<file path="config.mk">
export PLATFORM = sky130hd
export DESIGN_NAME = dimmer_channel_setpoint_control
export DESIGN_NICKNAME = d
export VERILOG_FILES = /design/src/design/dcsc_pkg.sv /design/src/design/dcsc_cmd.sv /design/src/design/dimmer_channel_setpoint_control.sv
export SDC_FILE = /design/constraint.sdc
export NUM_CORES = 1
export LEC_CHECK = 0
export ABC_AREA = 1
export ABC_CLOCK_PERIOD_IN_PS = 4800
export BUFFER_PORTS_ARGS = -buffer_cell sky130_fd_sc_hd__buf_2
export CAP_MARGIN = 20
export CORE_MARGIN = 8
export CORE_UTILIZATION = 50
export CTS_BUF_LIST = sky130_fd_sc_hd__clkbuf_8
export CTS_CLUSTER_SIZE = 24
export DETAILED_ROUTE_END_ITERATION = 16
export GPL_TIMING_DRIVEN = 0
export PLACE_DENSITY = 0.71
export SYNTH_ARGS = -nofsm -noshare
export SYNTH_HDL_FRONTEND = slang
export SYNTH_SLANG_ARGS = --single-unit
</file>
<file path="constraint.sdc">
create_clock -name clk_i -period 4.8 [get_ports clk_i]
set_clock_uncertainty 0.15 [all_clocks]
set_input_delay 0.48 -clock clk_i [delete_from_list [all_inputs] [get_ports clk_i]]
set_output_delay 0.48 -clock clk_i [all_outputs]
set_load 0.02 [all_outputs]
</file>
<file path="src/design/dcsc_pkg.sv">
// ----------------------------------------------------------------------------
// Dimmer channel setpoint control - package
// Types, command codes, register indexes and helpers of the channel.
// ----------------------------------------------------------------------------
`default_nettype none

package dcsc_pkg;

  localparam int unsigned CfgIdxW  = 2;
  localparam int unsigned CfgDataW = 8;

  localparam logic [6:0] LevelMax          = 7'd100;
  localparam logic [6:0] MemoryMin         = 7'd5;
  localparam logic [7:0] RecallMark        = 8'd255;
  localparam logic [6:0] InitialLastReset  = 7'd100;

  typedef enum logic [3:0] {
    FUNC_QUERY         = 4'd0,
    FUNC_TOGGLE        = 4'd1,
    FUNC_SET_FADE      = 4'd2,
    FUNC_SET           = 4'd3,
    FUNC_GOTO_LAST     = 4'd4,
    FUNC_GOTO_DEFAULT  = 4'd5,
    FUNC_STOP          = 4'd6,
    FUNC_POST_CURRENT  = 4'd7,
    FUNC_CLEAR_CHANGED = 4'd8,
    FUNC_MARK_SENT     = 4'd9,
    FUNC_INIT          = 4'd10
  } func_e;

  typedef enum logic [CfgIdxW-1:0] {
    CFG_START_LEVEL  = 2'd0,
    CFG_DEFAULT_FADE = 2'd1,
    CFG_INITIAL_LAST = 2'd2
  } cfg_idx_e;

  typedef struct packed {
    logic [3:0] func;
    logic [7:0] level;
    logic [7:0] low_level;
    logic [7:0] fade_rate;
  } cmd_t;

  typedef struct packed {
    logic       unchanged;
    logic [6:0] setpoint_out;
    logic [7:0] fade_out;
    logic [7:0] current_out;
    logic       rising;
    logic       changed_flag;
    logic       sent_flag;
    logic       is_on;
    logic       is_changing;
    logic [6:0] remembered_level;
  } result_t;

  typedef struct packed {
    logic [6:0] target_level;
    logic [6:0] memory_level;
    logic [7:0] actual_level;
    logic [7:0] active_fade;
    logic       direction_up;
    logic       sp_changed_bit;
    logic       status_sent_bit;
  } chan_state_t;

  typedef struct packed {
    logic [6:0] start_level;
    logic [7:0] default_fade_rate;
    logic [6:0] initial_last_level;
  } cfg_t;

  function automatic logic [6:0] clamp_hi(logic [7:0] v);
    return (v > {1'b0, LevelMax}) ? LevelMax : v[6:0];
  endfunction

endpackage

`default_nettype wire

</file>
<file path="src/design/dcsc_cmd.sv">
// ----------------------------------------------------------------------------
// Dimmer channel setpoint control - command logic
// Next channel state and status item for one command.
// ----------------------------------------------------------------------------
`default_nettype none

module dcsc_cmd (
  input  dcsc_pkg::cmd_t      cmd_i,
  input  dcsc_pkg::chan_state_t state_i,
  input  dcsc_pkg::cfg_t      cfg_i,
  output dcsc_pkg::chan_state_t state_o,
  output dcsc_pkg::result_t   result_o
);
  import dcsc_pkg::*;

  logic        apply_en;
  logic        load_fade;
  logic [7:0]  apply_lvl;
  logic [7:0]  apply_fade;
  logic [6:0]  want;
  logic        same;
  logic        unchanged;
  logic        stop_active;
  logic [6:0]  stop_mem;
  chan_state_t st;

  assign stop_active = (state_i.actual_level != {1'b0, state_i.target_level});
  assign stop_mem    = (clamp_hi(state_i.actual_level) < MemoryMin) ? MemoryMin :
                       clamp_hi(state_i.actual_level);

  // level source for the shared apply path
  always_comb begin
    apply_en   = 1'b0;
    load_fade  = 1'b0;
    apply_lvl  = cmd_i.level;
    apply_fade = cmd_i.fade_rate;
    case (cmd_i.func)
      FUNC_TOGGLE: begin
        apply_en  = 1'b1;
        load_fade = 1'b1;
        if (cmd_i.level == RecallMark) begin
          apply_lvl = (state_i.target_level != '0) ? cmd_i.low_level :
                      {1'b0, clamp_hi({1'b0, state_i.memory_level})};
        end else begin
          apply_lvl = state_i.direction_up ? cmd_i.low_level : cmd_i.level;
        end
      end
      FUNC_SET_FADE: begin
        apply_en  = 1'b1;
        load_fade = 1'b1;
      end
      FUNC_SET: begin
        apply_en = 1'b1;
      end
      FUNC_GOTO_LAST: begin
        apply_en  = 1'b1;
        apply_lvl = {1'b0, state_i.memory_level};
      end
      FUNC_GOTO_DEFAULT: begin
        apply_en  = 1'b1;
        apply_lvl = {1'b0, cfg_i.start_level};
      end
      FUNC_STOP: begin
        apply_en   = stop_active;
        load_fade  = 1'b1;
        apply_lvl  = state_i.actual_level;
        apply_fade = cfg_i.default_fade_rate;
      end
      default: begin
      end
    endcase
  end

  assign want = clamp_hi(apply_lvl);
  assign same = (want == state_i.target_level);

  always_comb begin
    st        = state_i;
    unchanged = 1'b0;
    if (apply_en && !same) begin
      st.direction_up    = (want > state_i.target_level);
      st.target_level    = want;
      st.status_sent_bit = 1'b0;
      st.sp_changed_bit  = 1'b1;
      if (load_fade) begin
        st.active_fade = apply_fade;
      end
    end
    case (cmd_i.func)
      FUNC_SET_FADE, FUNC_SET: begin
        unchanged = same;
      end
      FUNC_STOP: begin
        if (stop_active) begin
          st.memory_level = stop_mem;
          st.direction_up = (state_i.actual_level < {1'b0, state_i.target_level});
        end
      end
      FUNC_POST_CURRENT: begin
        st.actual_level = cmd_i.level;
      end
      FUNC_CLEAR_CHANGED: begin
        st.sp_changed_bit = 1'b0;
      end
      FUNC_MARK_SENT: begin
        st.status_sent_bit = 1'b1;
      end
      FUNC_INIT: begin
        st.target_level    = clamp_hi({1'b0, cfg_i.start_level});
        st.memory_level    = clamp_hi({1'b0, cfg_i.initial_last_level});
        st.actual_level    = '0;
        st.direction_up    = (clamp_hi({1'b0, cfg_i.start_level}) != '0);
        st.sp_changed_bit  = 1'b1;
        st.status_sent_bit = 1'b0;
        st.active_fade     = cfg_i.default_fade_rate;
      end
      default: begin
      end
    endcase
  end

  assign state_o = st;

  always_comb begin
    result_o.unchanged        = unchanged;
    result_o.setpoint_out     = st.target_level;
    result_o.fade_out         = st.active_fade;
    result_o.current_out      = st.actual_level;
    result_o.rising           = st.direction_up;
    result_o.changed_flag     = st.sp_changed_bit;
    result_o.sent_flag        = st.status_sent_bit;
    result_o.is_on            = (st.actual_level != '0);
    result_o.is_changing      = (st.actual_level != {1'b0, st.target_level});
    result_o.remembered_level = st.memory_level;
  end

endmodule

`default_nettype wire

</file>
<file path="src/design/dimmer_channel_setpoint_control.sv">
// ----------------------------------------------------------------------------
// Dimmer channel setpoint control - top level
// Command handler for one dimmer channel, one status item per command.
// ----------------------------------------------------------------------------
// Usage:
//   Commands enter on the in_* valid/ready channel, one transfer per command.
//   Every command yields exactly one status transfer on the out_* channel.
//   The user writes cfg_* port registers (enable, index, data) while the
//   channel is idle, unchecked here; init, goto default and stop read them.
//   An accepted command is held in the input register; its status is
//   registered in the output register when it advances, visible from then on.
//   Throughput: one command per cycle unless out_ready_i stalls; the channel
//   state and status are registered together, so the next command sees it.
//   Stall: when out_ready_i is low, the output register holds; one more
//   command waits in the input register, then in_ready_o drops.
//   Reset: rst_ni clears the channel state to zero, both stages to empty,
//   and the registers to start level 0, fade 0, remembered level 100.
// ----------------------------------------------------------------------------
`default_nettype none

module dimmer_channel_setpoint_control (
  input  wire                            clk_i,
  input  wire                            rst_ni,
  input  wire                            in_valid_i,
  output logic                           in_ready_o,
  input  dcsc_pkg::cmd_t                 in_data_i,
  output logic                           out_valid_o,
  input  wire                            out_ready_i,
  output dcsc_pkg::result_t              out_data_o,
  input  wire                            cfg_we_i,
  input  wire [dcsc_pkg::CfgIdxW-1:0]    cfg_idx_i,
  input  wire [dcsc_pkg::CfgDataW-1:0]   cfg_data_i
);
  import dcsc_pkg::*;

  cmd_t        cmd_q;
  logic        cmd_valid_q, cmd_valid_d;
  result_t     res_q, res_d;
  logic        res_valid_q, res_valid_d;
  chan_state_t state_q, state_d;
  cfg_t        cfg_q, cfg_d;
  logic        adv;

  assign adv        = cmd_valid_q && (!res_valid_q || out_ready_i);
  assign in_ready_o = !cmd_valid_q || adv;

  always_comb begin
    cmd_valid_d = cmd_valid_q;
    if (in_ready_o) begin
      cmd_valid_d = in_valid_i;
    end
    res_valid_d = res_valid_q;
    if (adv) begin
      res_valid_d = 1'b1;
    end else if (out_ready_i) begin
      res_valid_d = 1'b0;
    end
  end

  always_comb begin
    cfg_d = cfg_q;
    if (cfg_we_i) begin
      case (cfg_idx_i)
        CFG_START_LEVEL:  cfg_d.start_level        = cfg_data_i[6:0];
        CFG_DEFAULT_FADE: cfg_d.default_fade_rate  = cfg_data_i;
        CFG_INITIAL_LAST: cfg_d.initial_last_level = cfg_data_i[6:0];
        default: begin
        end
      endcase
    end
  end

  dcsc_cmd u_cmd (
    .cmd_i    (cmd_q),
    .state_i  (state_q),
    .cfg_i    (cfg_q),
    .state_o  (state_d),
    .result_o (res_d)
  );

  always_ff @(posedge clk_i or negedge rst_ni) begin
    if (!rst_ni) begin
      cmd_valid_q <= 1'b0;
      res_valid_q <= 1'b0;
      state_q     <= '0;
      cfg_q       <= '{start_level: '0, default_fade_rate: '0,
                       initial_last_level: InitialLastReset};
    end else begin
      cmd_valid_q <= cmd_valid_d;
      res_valid_q <= res_valid_d;
      cfg_q       <= cfg_d;
      if (adv) begin
        state_q <= state_d;
      end
    end
  end

  always_ff @(posedge clk_i) begin
    if (in_valid_i && in_ready_o) begin
      cmd_q <= in_data_i;
    end
    if (adv) begin
      res_q <= res_d;
    end
  end

  assign out_valid_o = res_valid_q;
  assign out_data_o  = res_q;

endmodule

`default_nettype wire

</file>
After elaboration in Yosys (flattened, before gate mapping)

Index checks and enable logic that the tools add are counted.

Reduce and logical (&&, ||, !) cells: 19
Equality and inequality tests: 16
Muxes and demuxes: 27
Magnitude comparators: 8

Operator list:

| kind                                                                             | count |
|---|---|
| 7-bit two-way mux                                                                | 9 |
| 8-bit two-way mux                                                                | 6 |
| 8-bit case mux with 4 select lines                                               | 1 |
| 7-bit greater-than comparator (second input constant)                            | 3 |
| 4-bit by 3-bit == test with 1-bit output (second input constant)                 | 4 |
| 8-bit by 7-bit greater-than comparator with 1-bit output (second input constant) | 2 |
| 8-bit by 7-bit inequality test with 1-bit output                                 | 2 |
| 8-bit case mux with 2 select lines                                               | 1 |
| 7-bit case mux with 2 select lines                                               | 1 |
| 7-bit nonzero test                                                               | 2 |
| 4-bit == test (second input constant)                                            | 3 |
| 11-bit two-way mux                                                               | 1 |
| 4-bit by 2-bit == test with 1-bit output (second input constant)                 | 2 |
| 8-bit == test (second input constant)                                            | 1 |
| 8-bit by 7-bit less-than comparator with 1-bit output                            | 1 |
| 1-bit case mux with 2 select lines                                               | 4 |
| 8-bit nonzero test                                                               | 1 |
| 7-bit == test                                                                    | 1 |
| 7-bit greater-than comparator                                                    | 1 |
| 7-bit by 3-bit less-than comparator with 1-bit output (second input constant)    | 1 |
| 2-bit AND reduction                                                              | 3 |
| 5-bit OR reduction                                                               | 1 |
| 4-bit by 1-bit == test with 1-bit output (second input constant)                 | 1 |
| 1-bit two-way mux                                                                | 4 |
| other kinds (9)                                                                  | 14 |

Bits in registers: 121
Word-level logic and storage cells: 96

Depth between registers and ports, before layout

Depth in word-level cells: 13
Depth in mapped cells: 32
Mapped depth without buffers: 31

Cells and area by module

From an unflattened synthesis, not the netlist that was laid out.

Cell total of the unflattened synthesis: 813
Area total of the unflattened synthesis: 6693.9 µm²

By module, submodules not included:

| module                          | area an instance (µm²) | cells each | times used |
|---|---|---|---|
| dimmer_channel_setpoint_control | 4231.6                 | 316        | 1 |
| dcsc_cmd                        | 2462.4                 | 497        | 1 |

Worst setup path before layout

Ideal clock, no wire load.

Path kind: reg-to-reg
Start: reg cmd_q[25] in the netlist's numbering
End: reg res_q (netlist bit out_data_o[7]), data pin
Path buffers: 1
Clock period less this slack: 3453 ps
Arrival time: 3049 ps
Data required time: 4396 ps
Setup time: 254 ps
Setup slack: 1347 ps
Stages on the path, launching flop included: 30
Cells stage by stage: edfxtp_1 > inv_2 > nand2_4 > inv_4 > nand2_4 > nand2_4 > buf_6 > nand3_2 > nor2_2 > nand2_1 > nand2_1 > nand2_1 > nor2_1 > nand2_2 > nand2_4 > nand2_1 > ha_1 > nand2_1 > nor3_1 > inv_1 > nand2_2 > clkinv_1 > nand2_1 > nand2_1 > nand2_1 > nand2_1 > nand2_1 > nand3_1 > nor2_1 > nand2_1

RTL lines:

| item                   | line                                   | text |
|---|---|---|
| start, declared        | dimmer_channel_setpoint_control.sv:36  | `cmd_t cmd_q;` |
| start signal, assigned | dimmer_channel_setpoint_control.sv:100 | `cmd_q <= in_data_i;` |
| end signal, assigned   | dimmer_channel_setpoint_control.sv:103 | `res_q <= res_d;` |
| end, declared          | dimmer_channel_setpoint_control.sv:38  | `result_t res_q, res_d;` |

==> impl.org <==
** STA
- Post-route minimum period :: 4.47 ns
- Final setup slack of the worst path :: 0.331 ns
- Crit share post-route :: 93.1%
- The number of hold violations in the final report is 0.
- Setup total negative slack on the finished layout was measured at 0 ns.
- Headroom to the max-slew limit came out at 45.9%.
- At the pin with the least slew margin, the transition time is 0.811 ns.
- Final count of negative-setup-slack endpoints :: 0
- Hold timing on the final database bottoms out at a slack of 0.0428 ns.
- Derived from the worst setup path, the maximum achievable clock frequency is 224 MHz.
- The number of max-slew violations in the final report was 0.

** Layout
- Once layout is complete, the utilization of the core stands at 59.4%.
- The number of antenna diodes in the final layout is 0.
- Compared with the post-synthesis result, the final layout area differs by 17.9%.
- After the last flow step, the layout net total stands at 898.
- Layout fillers :: 1164
- Once layout is complete, the cells apart from fillers number 1026.
- Share of final-layout standard cells stronger than drive strength 1 :: 17.8%
- The finished cells cover 7380 µm².

** CTS
- After clock tree synthesis, the clock-pin slew on the worst setup and hold paths is 0.08 ns.
- CTS tree :: done
- The tree is rooted in a clkbuf_8.
- Clock tree synthesis found a total of 121 sinks.
- In this run the deepest clock path goes through 2 buffers.
- In this run, CTS created clock tree buffers numbering 17.
- The clock reaches the later pin of the worst-skew pair after 0.46 ns.
- Number of H-tree branching levels :: 4

** Route
- Dividing the detail-routed via count by the number of cells gives 5.42.
- Sum of routed wire segments on met1 :: 7890 µm
- Remaining antenna violation count after routing :: 0
- The first TritonRoute pass finished after 6 iterations.
- For this run, design rule violations remaining after detail routing come to 0.
- Post-detailed-route wirelength per cell :: 17.2 µm
- Vias :: 5565
- The detailed router finished its first iteration with 474 violations.
- Wire length after detailed routing :: 17600 µm
- The detailed router used layers up to and including met4.
- Summed over all nets, wire length on met2 after detailed routing comes to 8020 µm.
- DR WL met3 :: 1320 µm

** Worst setup path
- Crit-path most repeated cell :: nand2_1
- Startpoint Class :: flop
- Critical path peak fanout :: 10
- Worst path buffer plus inverter count :: 4
- The worst setup path is of the flop to flop kind.
- Kind of cell with the highest combined delay on the critical path :: simple AND/OR/NAND/NOR gates
- Cells on worst reg2reg path :: 26
- For the worst setup path, the data required time is 4.96 ns.
- Data arrives at the worst endpoint at 4.63 ns.
- Among all stages on the critical path, the largest delay is contributed by dfrtp_1.
- Critical Path Stages :: 26
- In this design, the stage delay of the slowest critical-path cell is 0.44 ns.
- Setup slack of the worst register-to-register path :: 0.33 ns
- The worst setup path is captured at a flop.

** Pwr
- Summing internal, switching and leakage power gives 3.87 mW.
- Relative contribution of the clock network to total power :: 24.3%
- Net switching is 38.7% of the power.
- Across the VDD grid, the largest voltage drop is 0.000395 V.
- The analysis attributes to net switching a power of 1.50 mW.
- Gate power share :: 35.7%
- The share of total power dissipated in sequential elements is 40.0%.
- The internal power of the cells totals 2.37 mW.
- For this design the ratio of total power to cell area is 525 nW/µm².
- Static leakage :: 3.38 nW

** Logic synthesis
- Most area-consuming cells after synthesis :: edfxtp_1 31%, dfrtp_1 22%, nand2_1 11%, o21ai_0 8.3%, inv_1 5.9%
- Commonest register cell after synthesis :: edfxtp_1
- Number of enable flip-flop cells after synthesis :: 64
- Post-synth ARST share :: 47.1%
- Most common library cells after synthesis :: 191 x nand2_1, 104 x o21ai_0, 98 x inv_1
- Netlist area before placement :: 6260 µm²
- Avg Inst Size Synth :: 8.49 µm²
- Yosys printed 0 warnings.
- The synthesized design devotes to its leading area cell type 30.7% of total area.
- The biggest area contributor in the post-synthesis netlist is edfxtp_1.
- The number of nets handed over by synthesis was 794.
- Cell with the most instances after synthesis :: nand2_1
- In this run, synthesis produced a sequential element count of 121.
- Share of the yosys chip area belonging to registers :: 53.6%
- The synthesized netlist contains 40 unique library cells.
- Post-synthesis instance total :: 737

** Die
- IO Count :: 81
- The floorplan step set the die width to 128 µm.
- Initial core utilization :: 50.4%
- The die is 128 µm tall.
- Count of standard-cell rows :: 41
- The total area inside the core boundary comes to 12400 µm².
- The die covers 16400 µm².

** Global route
- For this run, the total global-route usage over all layers was measured as 22.4%.
- Global-route wire length before repair :: 27700 µm
- After global routing the overflow that remains totals 0.
- The via count of the first global-routing pass was 5201.
- Entering global routing, the biggest net connects 41 pins.
- The number of antenna violations at the first check in global routing was 0.

** Place
- Summing all placed instances gives a cell area of 6910 µm².
- IO Port Bufs :: 80
- Including well taps, the total number of placed cells is 991.
- Prior to clock tree synthesis, the placed netlist has a worst setup slack of 0.117 ns.
- DP HPWL :: 13500 µm
- GP Congestion :: 0.986

** Job
- The tool flagged a number of max-cap violations equal to 0.

** Worst hold path
- Along the worst hold path, the cell count comes to 1.
- Min-delay worst type :: input pin to flop

** Status
- The run finished with clean final reports.
==> repair_timing <==
| action | in CTS | in global routing |
|---|---|---|
| hold buffers | 1 | 0 |
| buffers inserted | 0 | 1 |
| setup endpoints to repair | 0 | 7 |
| resized for setup | 0 | 3 |
| endpoints found under the hold margin | 17 | 0 |
==> final timing paths <==
check	startpoint	to
hold / removal	in_data_i[5]	cmd_q[5]
min in group asynchronous	rst_ni	state_q[28]
setup reg to reg	state_q[26]	state_q[2]
hold reg to reg	cfg_q[13]	cfg_q[13]
setup / recovery	state_q[26]	state_q[2]
max in group asynchronous	rst_ni	cfg_q[6]
==> cell usage in the layout, fill, tap and decap left out, types with 5 or more instances in the layout <==
cell type,synthesis,layout
nand3_1,36,36
clkbuf_1,16,15
o22ai_1,10,10
edfxtp_1,64,64
dfrtp_1,54,54
nand2_1,191,191
nand2_2,8,8
nor3_1,5,5
ha_1,14,14
clkbuf_8,0,20
nor2_1,43,43
o21ai_0,104,103
a21oi_1,36,36
buf_2,1,81
o221ai_1,6,6
inv_1,98,102
==> cells by family after synthesis <==
group	Yosys count	share of synthesized area, %
buffers and inverters	124	7.68
AO/OA/AOI/OAI	173	15.2
adder cells (fa/ha/maj)	14	2.80
flip-flops	121	53.6
AND/OR/NAND/NOR	305	20.8
==> flip-flops by register name, indices dropped and copies added, names as in the netlist <==
signal and flops:
state_q 33, out_valid_o 1, cmd_valid_q 1, out_data_o 36
cmd_q 28, cfg_q 22
==> power by group through the flow <==
stage               Combinational (mW)  Sequential (mW)  Clock [mW]
floorplan                        0.827             1.62           0
global placement                  1.31             1.56           0
detailed placement                1.35             1.56           0
CTS                               1.35             1.55       0.961
global route                      1.53             1.58        1.01
finish                            1.38             1.55       0.941
==> final cells by class <==
type | instances | area (µm²) | share of cell area, %
repair buffers | 85 | 485 | 6.58
well taps | 172 | 215 | 2.92
flip-flops and latches | 121 | 3350 | 45.4
multi-input cells | 492 | 2430 | 32.9
plain buffers | 20 | 88.8 | 1.20
clock inverters | 12 | 134 | 1.81
inverters | 104 | 397 | 5.38
clock buffers | 20 | 275 | 3.73
==> per-layer routing <==
| metal | vias to the layer above | global-route usage (%) |
|---|---|---|
| li1 | 2669 | - |
| met1 | 2638 | 30.0 |
| met2 | 227 | 34.4 |
| met3 | 31 | 5.57 |
| met4 | 0 | 8.11 |
| met5 | - | 0 |
Power figures use the tool's default switching activity.
